## src/hw/rtl/rrfc_pkg.sv

```systemverilog
package rrfc_pkg;

  localparam logic [15:0] CrcInit   = 16'hFFFF;
  localparam logic [15:0] CrcPoly   = 16'hA001;
  localparam logic [7:0]  FuncCode  = 8'h04;
  localparam logic [8:0]  FrameBase = 9'd5;
  localparam logic [6:0]  MaxRegs   = 7'd125;
  localparam logic [7:0]  CountMax  = 8'd255;

  localparam logic [7:0]  SlaveReset = 8'd1;
  localparam logic [6:0]  RegsReset  = 7'd1;

  localparam logic CfgExpectedSlave     = 1'b0;
  localparam logic CfgExpectedRegisters = 1'b1;

  typedef struct packed {
    logic [7:0] frame_byte;
    logic       last_byte;
  } beat_t;

  typedef struct packed {
    logic [15:0] crc_running;
    logic [7:0]  bytes_seen;
    logic        header_good;
  } frame_state_t;

endpackage

```

## src/hw/rtl/rrfc_if.sv

```systemverilog
interface rrfc_byte_if;
  logic       valid;
  logic       ready;
  logic [7:0] frame_byte;
  logic       last_byte;

  modport source (output valid, output frame_byte, output last_byte, input ready);
  modport sink (input valid, input frame_byte, input last_byte, output ready);
endinterface

interface rrfc_result_if;
  logic valid;
  logic ready;
  logic frame_ok;

  modport source (output valid, output frame_ok, input ready);
  modport sink (input valid, input frame_ok, output ready);
endinterface

```

## src/hw/rtl/rrfc_in_stage.sv

```systemverilog
module rrfc_in_stage (
  input  logic          clk_i,
  input  logic          rst_ni,
  rrfc_byte_if.sink     in_i,
  input  logic          advance_i,
  output logic          valid_o,
  output rrfc_pkg::beat_t beat_o
);
  import rrfc_pkg::*;

  logic  valid_q, valid_d;
  beat_t beat_q;

  assign in_i.ready = !valid_q || advance_i;

  always_comb begin
    valid_d = valid_q;
    if (in_i.ready) begin
      valid_d = in_i.valid;
    end
  end

  always_ff @(posedge clk_i or negedge rst_ni) begin
    if (!rst_ni) begin
      valid_q <= 1'b0;
    end else begin
      valid_q <= valid_d;
    end
  end

  always_ff @(posedge clk_i) begin
    if (in_i.valid && in_i.ready) begin
      beat_q.frame_byte <= in_i.frame_byte;
      beat_q.last_byte  <= in_i.last_byte;
    end
  end

  assign valid_o = valid_q;
  assign beat_o  = beat_q;
endmodule

```

## src/hw/rtl/rrfc_crc_byte.sv

```systemverilog
module rrfc_crc_byte (
  input  logic [15:0] crc_i,
  input  logic [7:0]  data_i,
  output logic [15:0] crc_o
);
  import rrfc_pkg::*;

  always_comb begin
    logic [15:0] c;
    c = crc_i ^ {8'h00, data_i};
    for (int b = 0; b < 8; b++) begin
      if (c[0]) begin
        c = (c >> 1) ^ CrcPoly;
      end else begin
        c = c >> 1;
      end
    end
    crc_o = c;
  end
endmodule

```

## src/hw/rtl/rrfc_frame_check.sv

```systemverilog
module rrfc_frame_check (
  input  logic                   clk_i,
  input  logic                   rst_ni,
  input  logic                   advance_i,
  input  rrfc_pkg::beat_t        beat_i,
  input  logic [7:0]             exp_slave_i,
  input  logic [6:0]             exp_regs_i,
  output logic                   frame_ok_o,
  output rrfc_pkg::frame_state_t state_o
);
  import rrfc_pkg::*;

  frame_state_t state_q, state_d;
  logic [15:0]  crc_next;
  logic [7:0]   count_next;
  logic         header_next;
  logic [8:0]   want_len;

  rrfc_crc_byte u_crc (
    .crc_i  (state_q.crc_running),
    .data_i (beat_i.frame_byte),
    .crc_o  (crc_next)
  );

  always_comb begin
    header_next = state_q.header_good;
    if (state_q.bytes_seen == 8'd0 && beat_i.frame_byte != exp_slave_i) begin
      header_next = 1'b0;
    end
    if (state_q.bytes_seen == 8'd1 && beat_i.frame_byte != FuncCode) begin
      header_next = 1'b0;
    end
    if (state_q.bytes_seen == 8'd2 && beat_i.frame_byte != {exp_regs_i, 1'b0}) begin
      header_next = 1'b0;
    end

    count_next = (state_q.bytes_seen == CountMax) ? CountMax : state_q.bytes_seen + 8'd1;
    want_len   = FrameBase + {1'b0, exp_regs_i, 1'b0};

    frame_ok_o = header_next && (crc_next == 16'h0000) && (exp_regs_i <= MaxRegs)
                 && ({1'b0, count_next} == want_len);

    state_d = state_q;
    if (advance_i) begin
      if (beat_i.last_byte) begin
        state_d.crc_running = CrcInit;
        state_d.bytes_seen  = 8'd0;
        state_d.header_good = 1'b1;
      end else begin
        state_d.crc_running = crc_next;
        state_d.bytes_seen  = count_next;
        state_d.header_good = header_next;
      end
    end
  end

  always_ff @(posedge clk_i or negedge rst_ni) begin
    if (!rst_ni) begin
      state_q.crc_running <= CrcInit;
      state_q.bytes_seen  <= 8'd0;
      state_q.header_good <= 1'b1;
    end else begin
      state_q <= state_d;
    end
  end

  assign state_o = state_q;
endmodule

```

## src/hw/rtl/read_response_frame_checker_core.sv

```systemverilog
// Channel    Dir  Payload                  Beat
// in_i       in   frame_byte[8], last_byte one byte of a response frame
// out_o      out  frame_ok[1]              one result per frame, on the last byte
// cfg_*      in   cfg_idx_i, cfg_data_i[8] register write, taken when cfg_we_i is high
//
// One byte is accepted every cycle unless a last byte is held in the input
// register by a stalled result. The CRC byte update and header checks run on
// the beat in the input register, then a result moves to the output register.
// Reset clears the frame state to an empty frame and restores the registers.
// A stalled result holds only the last byte in the input register; other bytes
// keep flowing.
module read_response_frame_checker_core (
  input  logic          clk_i,
  input  logic          rst_ni,
  rrfc_byte_if.sink     in_i,
  rrfc_result_if.source out_o,
  input  logic          cfg_we_i,
  input  logic          cfg_idx_i,
  input  logic [7:0]    cfg_data_i
);
  import rrfc_pkg::*;

  logic [7:0]   exp_slave_q;
  logic [6:0]   exp_regs_q;
  logic         stage_valid;
  beat_t        stage_beat;
  logic         advance;
  logic         out_free;
  logic         frame_ok;
  frame_state_t state;
  logic         out_valid_q, out_valid_d;
  logic         out_ok_q;

  always_ff @(posedge clk_i or negedge rst_ni) begin
    if (!rst_ni) begin
      exp_slave_q <= SlaveReset;
      exp_regs_q  <= RegsReset;
    end else if (cfg_we_i) begin
      case (cfg_idx_i)
        CfgExpectedSlave:     exp_slave_q <= cfg_data_i;
        CfgExpectedRegisters: exp_regs_q  <= cfg_data_i[6:0];
        default: ;
      endcase
    end
  end

  assign out_free = !out_valid_q || out_o.ready;
  assign advance  = stage_valid && (!stage_beat.last_byte || out_free);

  rrfc_in_stage u_in (
    .clk_i     (clk_i),
    .rst_ni    (rst_ni),
    .in_i      (in_i),
    .advance_i (advance),
    .valid_o   (stage_valid),
    .beat_o    (stage_beat)
  );

  rrfc_frame_check u_check (
    .clk_i       (clk_i),
    .rst_ni      (rst_ni),
    .advance_i   (advance),
    .beat_i      (stage_beat),
    .exp_slave_i (exp_slave_q),
    .exp_regs_i  (exp_regs_q),
    .frame_ok_o  (frame_ok),
    .state_o     (state)
  );

  always_comb begin
    out_valid_d = out_valid_q;
    if (advance && stage_beat.last_byte) begin
      out_valid_d = 1'b1;
    end else if (out_o.ready) begin
      out_valid_d = 1'b0;
    end
  end

  always_ff @(posedge clk_i or negedge rst_ni) begin
    if (!rst_ni) begin
      out_valid_q <= 1'b0;
    end else begin
      out_valid_q <= out_valid_d;
    end
  end

  always_ff @(posedge clk_i) begin
    if (advance && stage_beat.last_byte) begin
      out_ok_q <= frame_ok;
    end
  end

  assign out_o.valid    = out_valid_q;
  assign out_o.frame_ok = out_ok_q;

  a_result_from_last: assert property (@(posedge clk_i) disable iff (!rst_ni)
    $rose(out_valid_q) |-> $past(advance && stage_beat.last_byte))
    else $error("result appeared without a last byte");

  a_state_cleared: assert property (@(posedge clk_i) disable iff (!rst_ni)
    (advance && stage_beat.last_byte) |=>
      (state.bytes_seen == 8'd0 && state.crc_running == CrcInit && state.header_good))
    else $error("frame state not cleared after result");

  a_no_overwrite: assert property (@(posedge clk_i) disable iff (!rst_ni)
    (out_valid_q && !out_o.ready) |-> !(advance && stage_beat.last_byte))
    else $error("pending result overwritten");

  a_ready_when_empty: assert property (@(posedge clk_i) disable iff (!rst_ni)
    !stage_valid |-> in_i.ready)
    else $error("input stalled with empty stage");
endmodule

```

## src/flat_wrapper.sv

```systemverilog
// flat-port wrapper written by rule: the top's interface ports become plain ports
module read_response_frame_checker_core_flat import rrfc_pkg::*;
  (clk_i, rst_ni, cfg_we_i, cfg_idx_i, cfg_data_i, in_i_valid, in_i_frame_byte, in_i_last_byte, in_i_ready, out_o_valid, out_o_frame_ok, out_o_ready);
  rrfc_byte_if in_i_i ();
  rrfc_result_if out_o_i ();
  input  logic clk_i;
  input  logic rst_ni;
  input  logic cfg_we_i;
  input  logic cfg_idx_i;
  input  logic [7:0] cfg_data_i;
  input wire logic [$bits(in_i_i.valid)-1:0] in_i_valid;
  input wire logic [$bits(in_i_i.frame_byte)-1:0] in_i_frame_byte;
  input wire logic [$bits(in_i_i.last_byte)-1:0] in_i_last_byte;
  output wire logic [$bits(in_i_i.ready)-1:0] in_i_ready;
  output wire logic [$bits(out_o_i.valid)-1:0] out_o_valid;
  output wire logic [$bits(out_o_i.frame_ok)-1:0] out_o_frame_ok;
  input wire logic [$bits(out_o_i.ready)-1:0] out_o_ready;
  assign in_i_i.valid = in_i_valid;
  assign in_i_i.frame_byte = in_i_frame_byte;
  assign in_i_i.last_byte = in_i_last_byte;
  assign in_i_ready = in_i_i.ready;
  assign out_o_valid = out_o_i.valid;
  assign out_o_frame_ok = out_o_i.frame_ok;
  assign out_o_i.ready = out_o_ready;
  read_response_frame_checker_core u_core (.clk_i(clk_i), .rst_ni(rst_ni), .in_i(in_i_i), .out_o(out_o_i), .cfg_we_i(cfg_we_i), .cfg_idx_i(cfg_idx_i), .cfg_data_i(cfg_data_i));
endmodule
```

## config.mk

```make
export PLATFORM = sky130hd
export DESIGN_NAME = read_response_frame_checker_core_flat
export DESIGN_NICKNAME = d
export VERILOG_FILES = /design/src/hw/rtl/rrfc_pkg.sv /design/src/hw/rtl/rrfc_if.sv /design/src/hw/rtl/rrfc_in_stage.sv /design/src/hw/rtl/rrfc_crc_byte.sv /design/src/hw/rtl/rrfc_frame_check.sv /design/src/hw/rtl/read_response_frame_checker_core.sv /design/src/flat_wrapper.sv
export SDC_FILE = /design/constraint.sdc
export NUM_CORES = 1
export LEC_CHECK = 0
export ABC_AREA = 1
export BUFFER_PORTS_ARGS = -buffer_cell sky130_fd_sc_hd__buf_4
export CAP_MARGIN = 20
export CORE_MARGIN = 10
export CORE_UTILIZATION = 26
export DETAILED_ROUTE_END_ITERATION = 6
export GPL_TIMING_DRIVEN = 0
export SLEW_MARGIN = 40
export SYNTH_ARGS = -nofsm -noshare
export SYNTH_HDL_FRONTEND = slang
export SYNTH_SLANG_ARGS = --single-unit
```

## constraint.sdc

```tcl
create_clock -name clk_i -period 3.5 [get_ports clk_i]
set_input_delay 0.175 -clock clk_i [delete_from_list [all_inputs] [get_ports clk_i]]
set_output_delay 0.175 -clock clk_i [all_outputs]
set_load 0.01 [all_outputs]
```

======== Word-level counts from Yosys, hierarchy flattened ========
Index checks and enable logic that the tools add are counted.
operators by class
  mux-type cells .......................... 15
  $lt $le $gt $ge ......................... 1
  reductions and logical operators ........ 20
  bitwise gates (word level) .............. 10
  eq/ne operators ......................... 7
  add/sub/neg operators ................... 2
operators by type and width
  operator               count
  $mux W16               8
  $mux W25               1
  $not A2 Y3             8
  $logic_not A16 Y1      1
  $ne A8 B8 Y1           2
  $xor A16 B8 Y16        1
  $add A3 B8 Y9 const A  1
  $eq A8 B9 Y1           1
  $logic_and A1 B1 Y1    9
  $add A8 B1 Y8 const B  1
  $eq A8 B1 Y1 const B   1
  $eq A8 B2 Y1 const B   1
  $eq A8 B8 Y1 const B   1
  $logic_not A8 Y1       1
  $mux W8                1
  $ne A8 B3 Y1 const B   1
  $le A7 B7 Y1 const B   1
  $mux W1                5
  $reduce_and A2 Y1      2
  $logic_not A1 Y1       3
  $logic_or A1 B1 Y1     3
  $reduce_bool A2 Y1     1
  $not A1 Y1             1
word-level totals
  flip-flop bits (word level) ............. 52
  logic and storage cells ................. 65

======== Depth between registers and ports, before layout ========
  depth after elaboration ................. 21
  mapped depth ............................ 21
  gate-level depth less buffers ........... 21

======== By module ========
A second synthesis with hierarchy kept.
second synthesis, totals
  cells, all modules ...................... 435
  area total of the unflattened synthesis .. 3,400.8 um^2
by module, submodules not included
  module                            cells each  area an instance (um^2)  times used
  rrfc_frame_check                  277         1,894.3                  1
  read_response_frame_checker_core  78          745.7                    1
  rrfc_crc_byte                     65          445.4                    1
  rrfc_in_stage                     15          315.3                    1

======== Least setup slack after synthesis ========
OpenSTA, ideal clock, no wires.
  kind .................................... register to register
  from .................................... register u_core.u_check.state_q, in the netlist u_core.u_check.state_o[14]
  to ...................................... register u_core.out_ok_q, in the netlist u_core.out_o.frame_ok, data pin
  path buffers ............................ 0
  cell stages (with the launch flop) ...... 20
  setup time .............................. 139 ps
  period minus slack after synthesis ...... 2,247 ps
  data required time ...................... 3,361 ps
  data arrival time ....................... 2,109 ps
  path slack .............................. 1,253 ps
  cell sequence ........................... dfstp_2 inv_1 nand2_1 nand2_1 inv_1 nand2_1 nand2_1 inv_1 nand2_1 nand2_1 xnor2_1 ha_1 xor2_1 nor2_1 nand2_1 nor2_1 nand3_1 nor2_1 nand3_1 nor2_1
on the way
  cells in the longest elaborated chain, start to end .. 15
ends and longest elaborated chain
  item                                  line                                    RTL
  start: declaration                    rrfc_frame_check.sv:13                  frame_state_t state_q, state_d;
  start signal: assignment              rrfc_frame_check.sv:63                  state_q <= state_d;
  $xor A16 B8 Y16 (*)                   rrfc_crc_byte.sv:10                     c = crc_i ^ {8'h00, data_i};
  $mux W16 (*) (4 in a row)             rrfc_crc_byte.sv:12                     if (c[0]) begin
  $not A2 Y3 (no source line)           n/a
  $mux W16 (*) (3 in a row)             rrfc_crc_byte.sv:12
  $not A2 Y3 (no source line)           n/a
  $mux W16 (*)                          rrfc_crc_byte.sv:12
  $logic_not A16 Y1 (*)                 rrfc_frame_check.sv:40                  frame_ok_o = header_next && (crc_next == 16'h0000) && (exp_regs_i <= MaxRegs)
  $logic_and A1 B1 Y1 (*) (2 in a row)  rrfc_frame_check.sv:40
  $logic_and A1 B1 Y1 (*)               rrfc_frame_check.sv:41                  && ({1'b0, count_next} == want_len);
  named net u_core.frame_ok             read_response_frame_checker_core.sv:29  logic frame_ok;
  end signal: assignment                read_response_frame_checker_core.sv:89  out_ok_q <= frame_ok;
  end: declaration                      read_response_frame_checker_core.sv:32  logic out_ok_q;
Mark *: on every way through the listed nets, which the timed path passes. The rest lies on a longest branch.
A chain may end at the register's enable or synchronous reset.

======== Worst setup path in the final report ========
  from .................................... register u_core.u_in.beat_q, in the netlist u_core.u_in.beat_o[3]
  to ...................................... register u_core.out_ok_q, in the netlist u_core.out_o.frame_ok, data pin
on the way
  cells in the longest elaborated chain, start to end .. 15
  elaborated cells on any way between the ends .. 27
ends and longest elaborated chain
  item                                                     line                                    RTL
  start: declaration                                       rrfc_in_stage.sv:12                     beat_t beat_q;
  $xor A16 B8 Y16                                          rrfc_crc_byte.sv:10
  $mux W16                                                 rrfc_crc_byte.sv:12
  $not A2 Y3 (no source line)                              n/a
  $mux W16 (3 in a row)                                    rrfc_crc_byte.sv:12
  $mux W16 or $not A2 Y3 (tied branches) (3 in a row)      n/a
  $not A2 Y3 (no source line) or $mux W16 (tied branches)  n/a
  $mux W16                                                 rrfc_crc_byte.sv:12
  $logic_not A16 Y1                                        rrfc_frame_check.sv:40
  $logic_and A1 B1 Y1 (*) (2 in a row)                     rrfc_frame_check.sv:40
  $logic_and A1 B1 Y1 (*)                                  rrfc_frame_check.sv:41
  named net u_core.frame_ok                                read_response_frame_checker_core.sv:29
Marks and branches as above.

==> results.json <==
{
  "outcome": "completed",
  "clockPowerShare_pct": 29.2,
  "drv_cap": 0,
  "cp-start-kind": "flop",
  "post-place-cells": 607,
  "syn_area_per_cell_um2": 7.31,
  "worstPathRequired_ps": 3650,
  "timing.final.crit_share_pct": 78.2,
  "path_clk_slew_ps": 70,
  "ys_seq_area_share_pct": 43.3,
  "cts_setup_buffers": 0,
  "root_buffer": "clkbuf_16",
  "drt_iter0_drc": 158,
  "fmax_mhz": 366,
  "leakagePower_nw": 1.85,
  "fin_nets": 498,
  "fp.dieArea_mm2": 0.0171,
  "die_w_um": 131,
  "grt_overflow": 0,
  "synth_seq_cells": 52,
  "swShare_pct": 33.3,
  "dr_total_vias": 2834,
  "track_usage_pct": 9.73,
  "via_per_inst": 4.60,
  "cts_htree_levels": 2,
  "synth_most_common_cell": "nand2_1",
  "first_pass_iters": 4,
  "synth_ff_type": "dfrtp_1",
  "critPathArrivalTime_ps": 2880,
  "p_per_area_mw_per_mm2": 521,
  "netlist_area_mm2": 0.00318,
  "synthArstFlopShare_pct": 80.8,
  "gp_congestion": 0.864,
  "dp_hpwl_um": 6090,
  "grt_max_degree": 43,
  "core_area_mm2": 0.0120,
  "wl_um": 7890,
  "diodes": 0,
  "synthToLayoutAreaGrowth_pct": 17.3,
  "worst-setup-path-type": "reg2reg",
  "ant_nets": 0,
  "hp-class": "in2reg",
  "cts_tree": "yes",
  "start_util_pct": 26.5,
  "rsz0062_at_grt": "false",
  "synthCells": 435,
  "yosys.area.top_type": "nand2_1",
  "io_buffers": 25,
  "antenna_found_initial": 0,
  "wl_per_cell_um": 12.8,
  "pre_cts_ws_ps": 775,
  "tightest_slew_ps": 566,
  "ir_drop_v": 0.000188,
  "drv_slew": 0,
  "drc": 0,
  "fin_setup_tns_ps": 0,
  "cts.sinks": 52,
  "synthTopCellsByCount": "nand2_1, inv_1, nand3_1",
  "fin_ws_ps": 764,
  "synth_edf_count": 10,
  "synthesis.nets": 465,
  "yosysTopAreaCellShare_pct": 18.7,
  "relSlewSlack_pct": 62.3,
  "p_seq_share_pct": 43.2,
  "period_minus_slack_ps": 2740,
  "worstPathMaxFanout": 6,
  "clock_skew_ps": 4.45,
  "endpoint_kind": "flop",
  "yosys_warnings": 0,
  "grt_pass1_wl_um": 13300,
  "synth_cell_type_count": 31,
  "cts.path.max_buffers": 2,
  "cts_buffers": 5,
  "synthTopCellsByArea": "nand2_1, dfrtp_1, dfstp_2, edfxtp_1, inv_1",
  "switching_power_w": 0.000647,
  "num_rows": 40,
  "die_height_um": 131,
  "final_cells": 616,
  "hold_viol": 0,
  "setup_viol": 0,
  "combPwrFrac_pct": 27.6,
  "drive_gt1_share_pct": 14.5,
  "worstSkewPairLatency_ps": 290,
  "grt_pass1_vias": 2801,
  "io_pins": 26,
  "p_int_w": 0.00130
}
==> layout make-up <==
| cell class | count | area, um^2 |
|---|---|---|
| sequential | 52 | 1380 |
| inverter | 68 | 255 |
| clock inverter | 3 | 42.5 |
| tap | 147 | 184 |
| clock buffer | 5 | 125 |
| buffer | 7 | 45.0 |
| multi-input combinational | 308 | 1500 |
| timing repair buffer | 26 | 198 |
| fill | 1301 | 8280 |
==> sequential cells by signal (all words and copies together) (netlist names) <==
signal / count
u_core.exp_regs_q: 7
u_core.exp_slave_q: 8
u_core.out_o.frame_ok: 1
u_core.out_o.valid: 1
u_core.u_check.state_o: 25
u_core.u_in.beat_o: 9
u_core.u_in.valid_o: 1
==> per-layer routing <==
layer  GRT usage, %  share of wire, %  wire length [um]  vias to the layer above
li1               -                 -                 -                     1440
met1           12.6                47              3730                     1317
met2           15.6                47              3670                       66
met3           1.65               4.2               335                       11
met4           4.12               1.9               153                        0
met5              0                 0                 0                        -
==> path summary, 6_finish.rpt <==
path,start,to,slack (ps),depth (start not counted)
worst min-delay path,in_i_frame_byte[4],u_core.u_in.beat_o[5],50,1
worst max-delay path,u_core.u_in.beat_o[3],u_core.out_o.frame_ok,760,18
worst min register to register,u_core.u_check.state_o[9],u_core.u_check.state_o[9],490,2
max in group asynchronous,rst_ni,u_core.u_check.state_o[9],2690,2
min in group asynchronous,rst_ni,u_core.exp_slave_q[6],420,2
worst max register to register,u_core.u_in.beat_o[3],u_core.out_o.frame_ok,760,18
==> power groups by stage <==
| stage | registers [W] | clock network, W | logic (W) |
|---|---|---|---|
| floorplan | 0.000820 | 0 | 0.000409 |
| global placement | 0.000846 | 0 | 0.000528 |
| detailed placement | 0.000848 | 0 | 0.000536 |
| CTS | 0.000839 | 0.000584 | 0.000541 |
| global route | 0.000854 | 0.000607 | 0.000624 |
| finish | 0.000840 | 0.000568 | 0.000536 |
==> layout by cell type, fill, tap and decap left out, drive strengths merged, types with 10 or more instances in the layout <==
master / Yosys / final
a21oi: 10 / 10
buf: 4 / 29
dfrtp: 23 / 23
dfstp: 19 / 19
edfxtp: 10 / 10
inv: 66 / 66
nand2: 163 / 163
nand3: 28 / 28
nand4: 14 / 14
nor2: 28 / 28
o21ai: 24 / 24
==> per-stage QoR <==
step	cell area [um^2]	total power (W)	hold slack [ps]	util [%]
2_1_floorplan	3180	0.00123	-121	-
3_3_place_gp	3550	0.00137	196	29.6
3_5_place_dp	3550	0.00138	202	29.6
4_1_cts	3730	0.00196	48.3	31.0
5_1_grt	3730	0.00208	45.9	31.0
6_report	3730	0.00194	54.5	31.0
==> timing repair <==
item | 4_1_cts | 5_1_grt
hold buffers | 1 | 0
endpoints found under the hold margin | 23 | 0
resized for setup | 0 | 0
==> worst max-delay path: stages (launching register included) <==
cell and delay, ps:
edfxtp_1 510, inv_1 150, nand2_1 70, nand2_1 90, nand2_1 60, nand2_1 110, inv_1 70, nand2_1 60
nand2_1 70, xnor2_1 220, ha_1 290, xor2_1 180, nor2_1 120, nand2_1 80, nor2_1 90, nand3_1 90
nor2_1 120, nand3_1 90, nor2_1 120
==> cells by family (layout without fill, tap and decap cells) <==
kind of cell / after synthesis / after routing / share of synthesized area (%)
AOI/OAI and AO/OA: 45 / 45 / 7.60
adders and majority gates: 7 / 7 / 2.75
DFF: 52 / 52 / 43.3
xor gates and xnor gates: 15 / 15 / 4.13
muxes: 1 / 1 / 0.354
buffers and inverters: 75 / 109 / 9.45
and+or+nand+nor: 240 / 240 / 32.5
No activity file was read; power rests on OpenSTA's default activity.
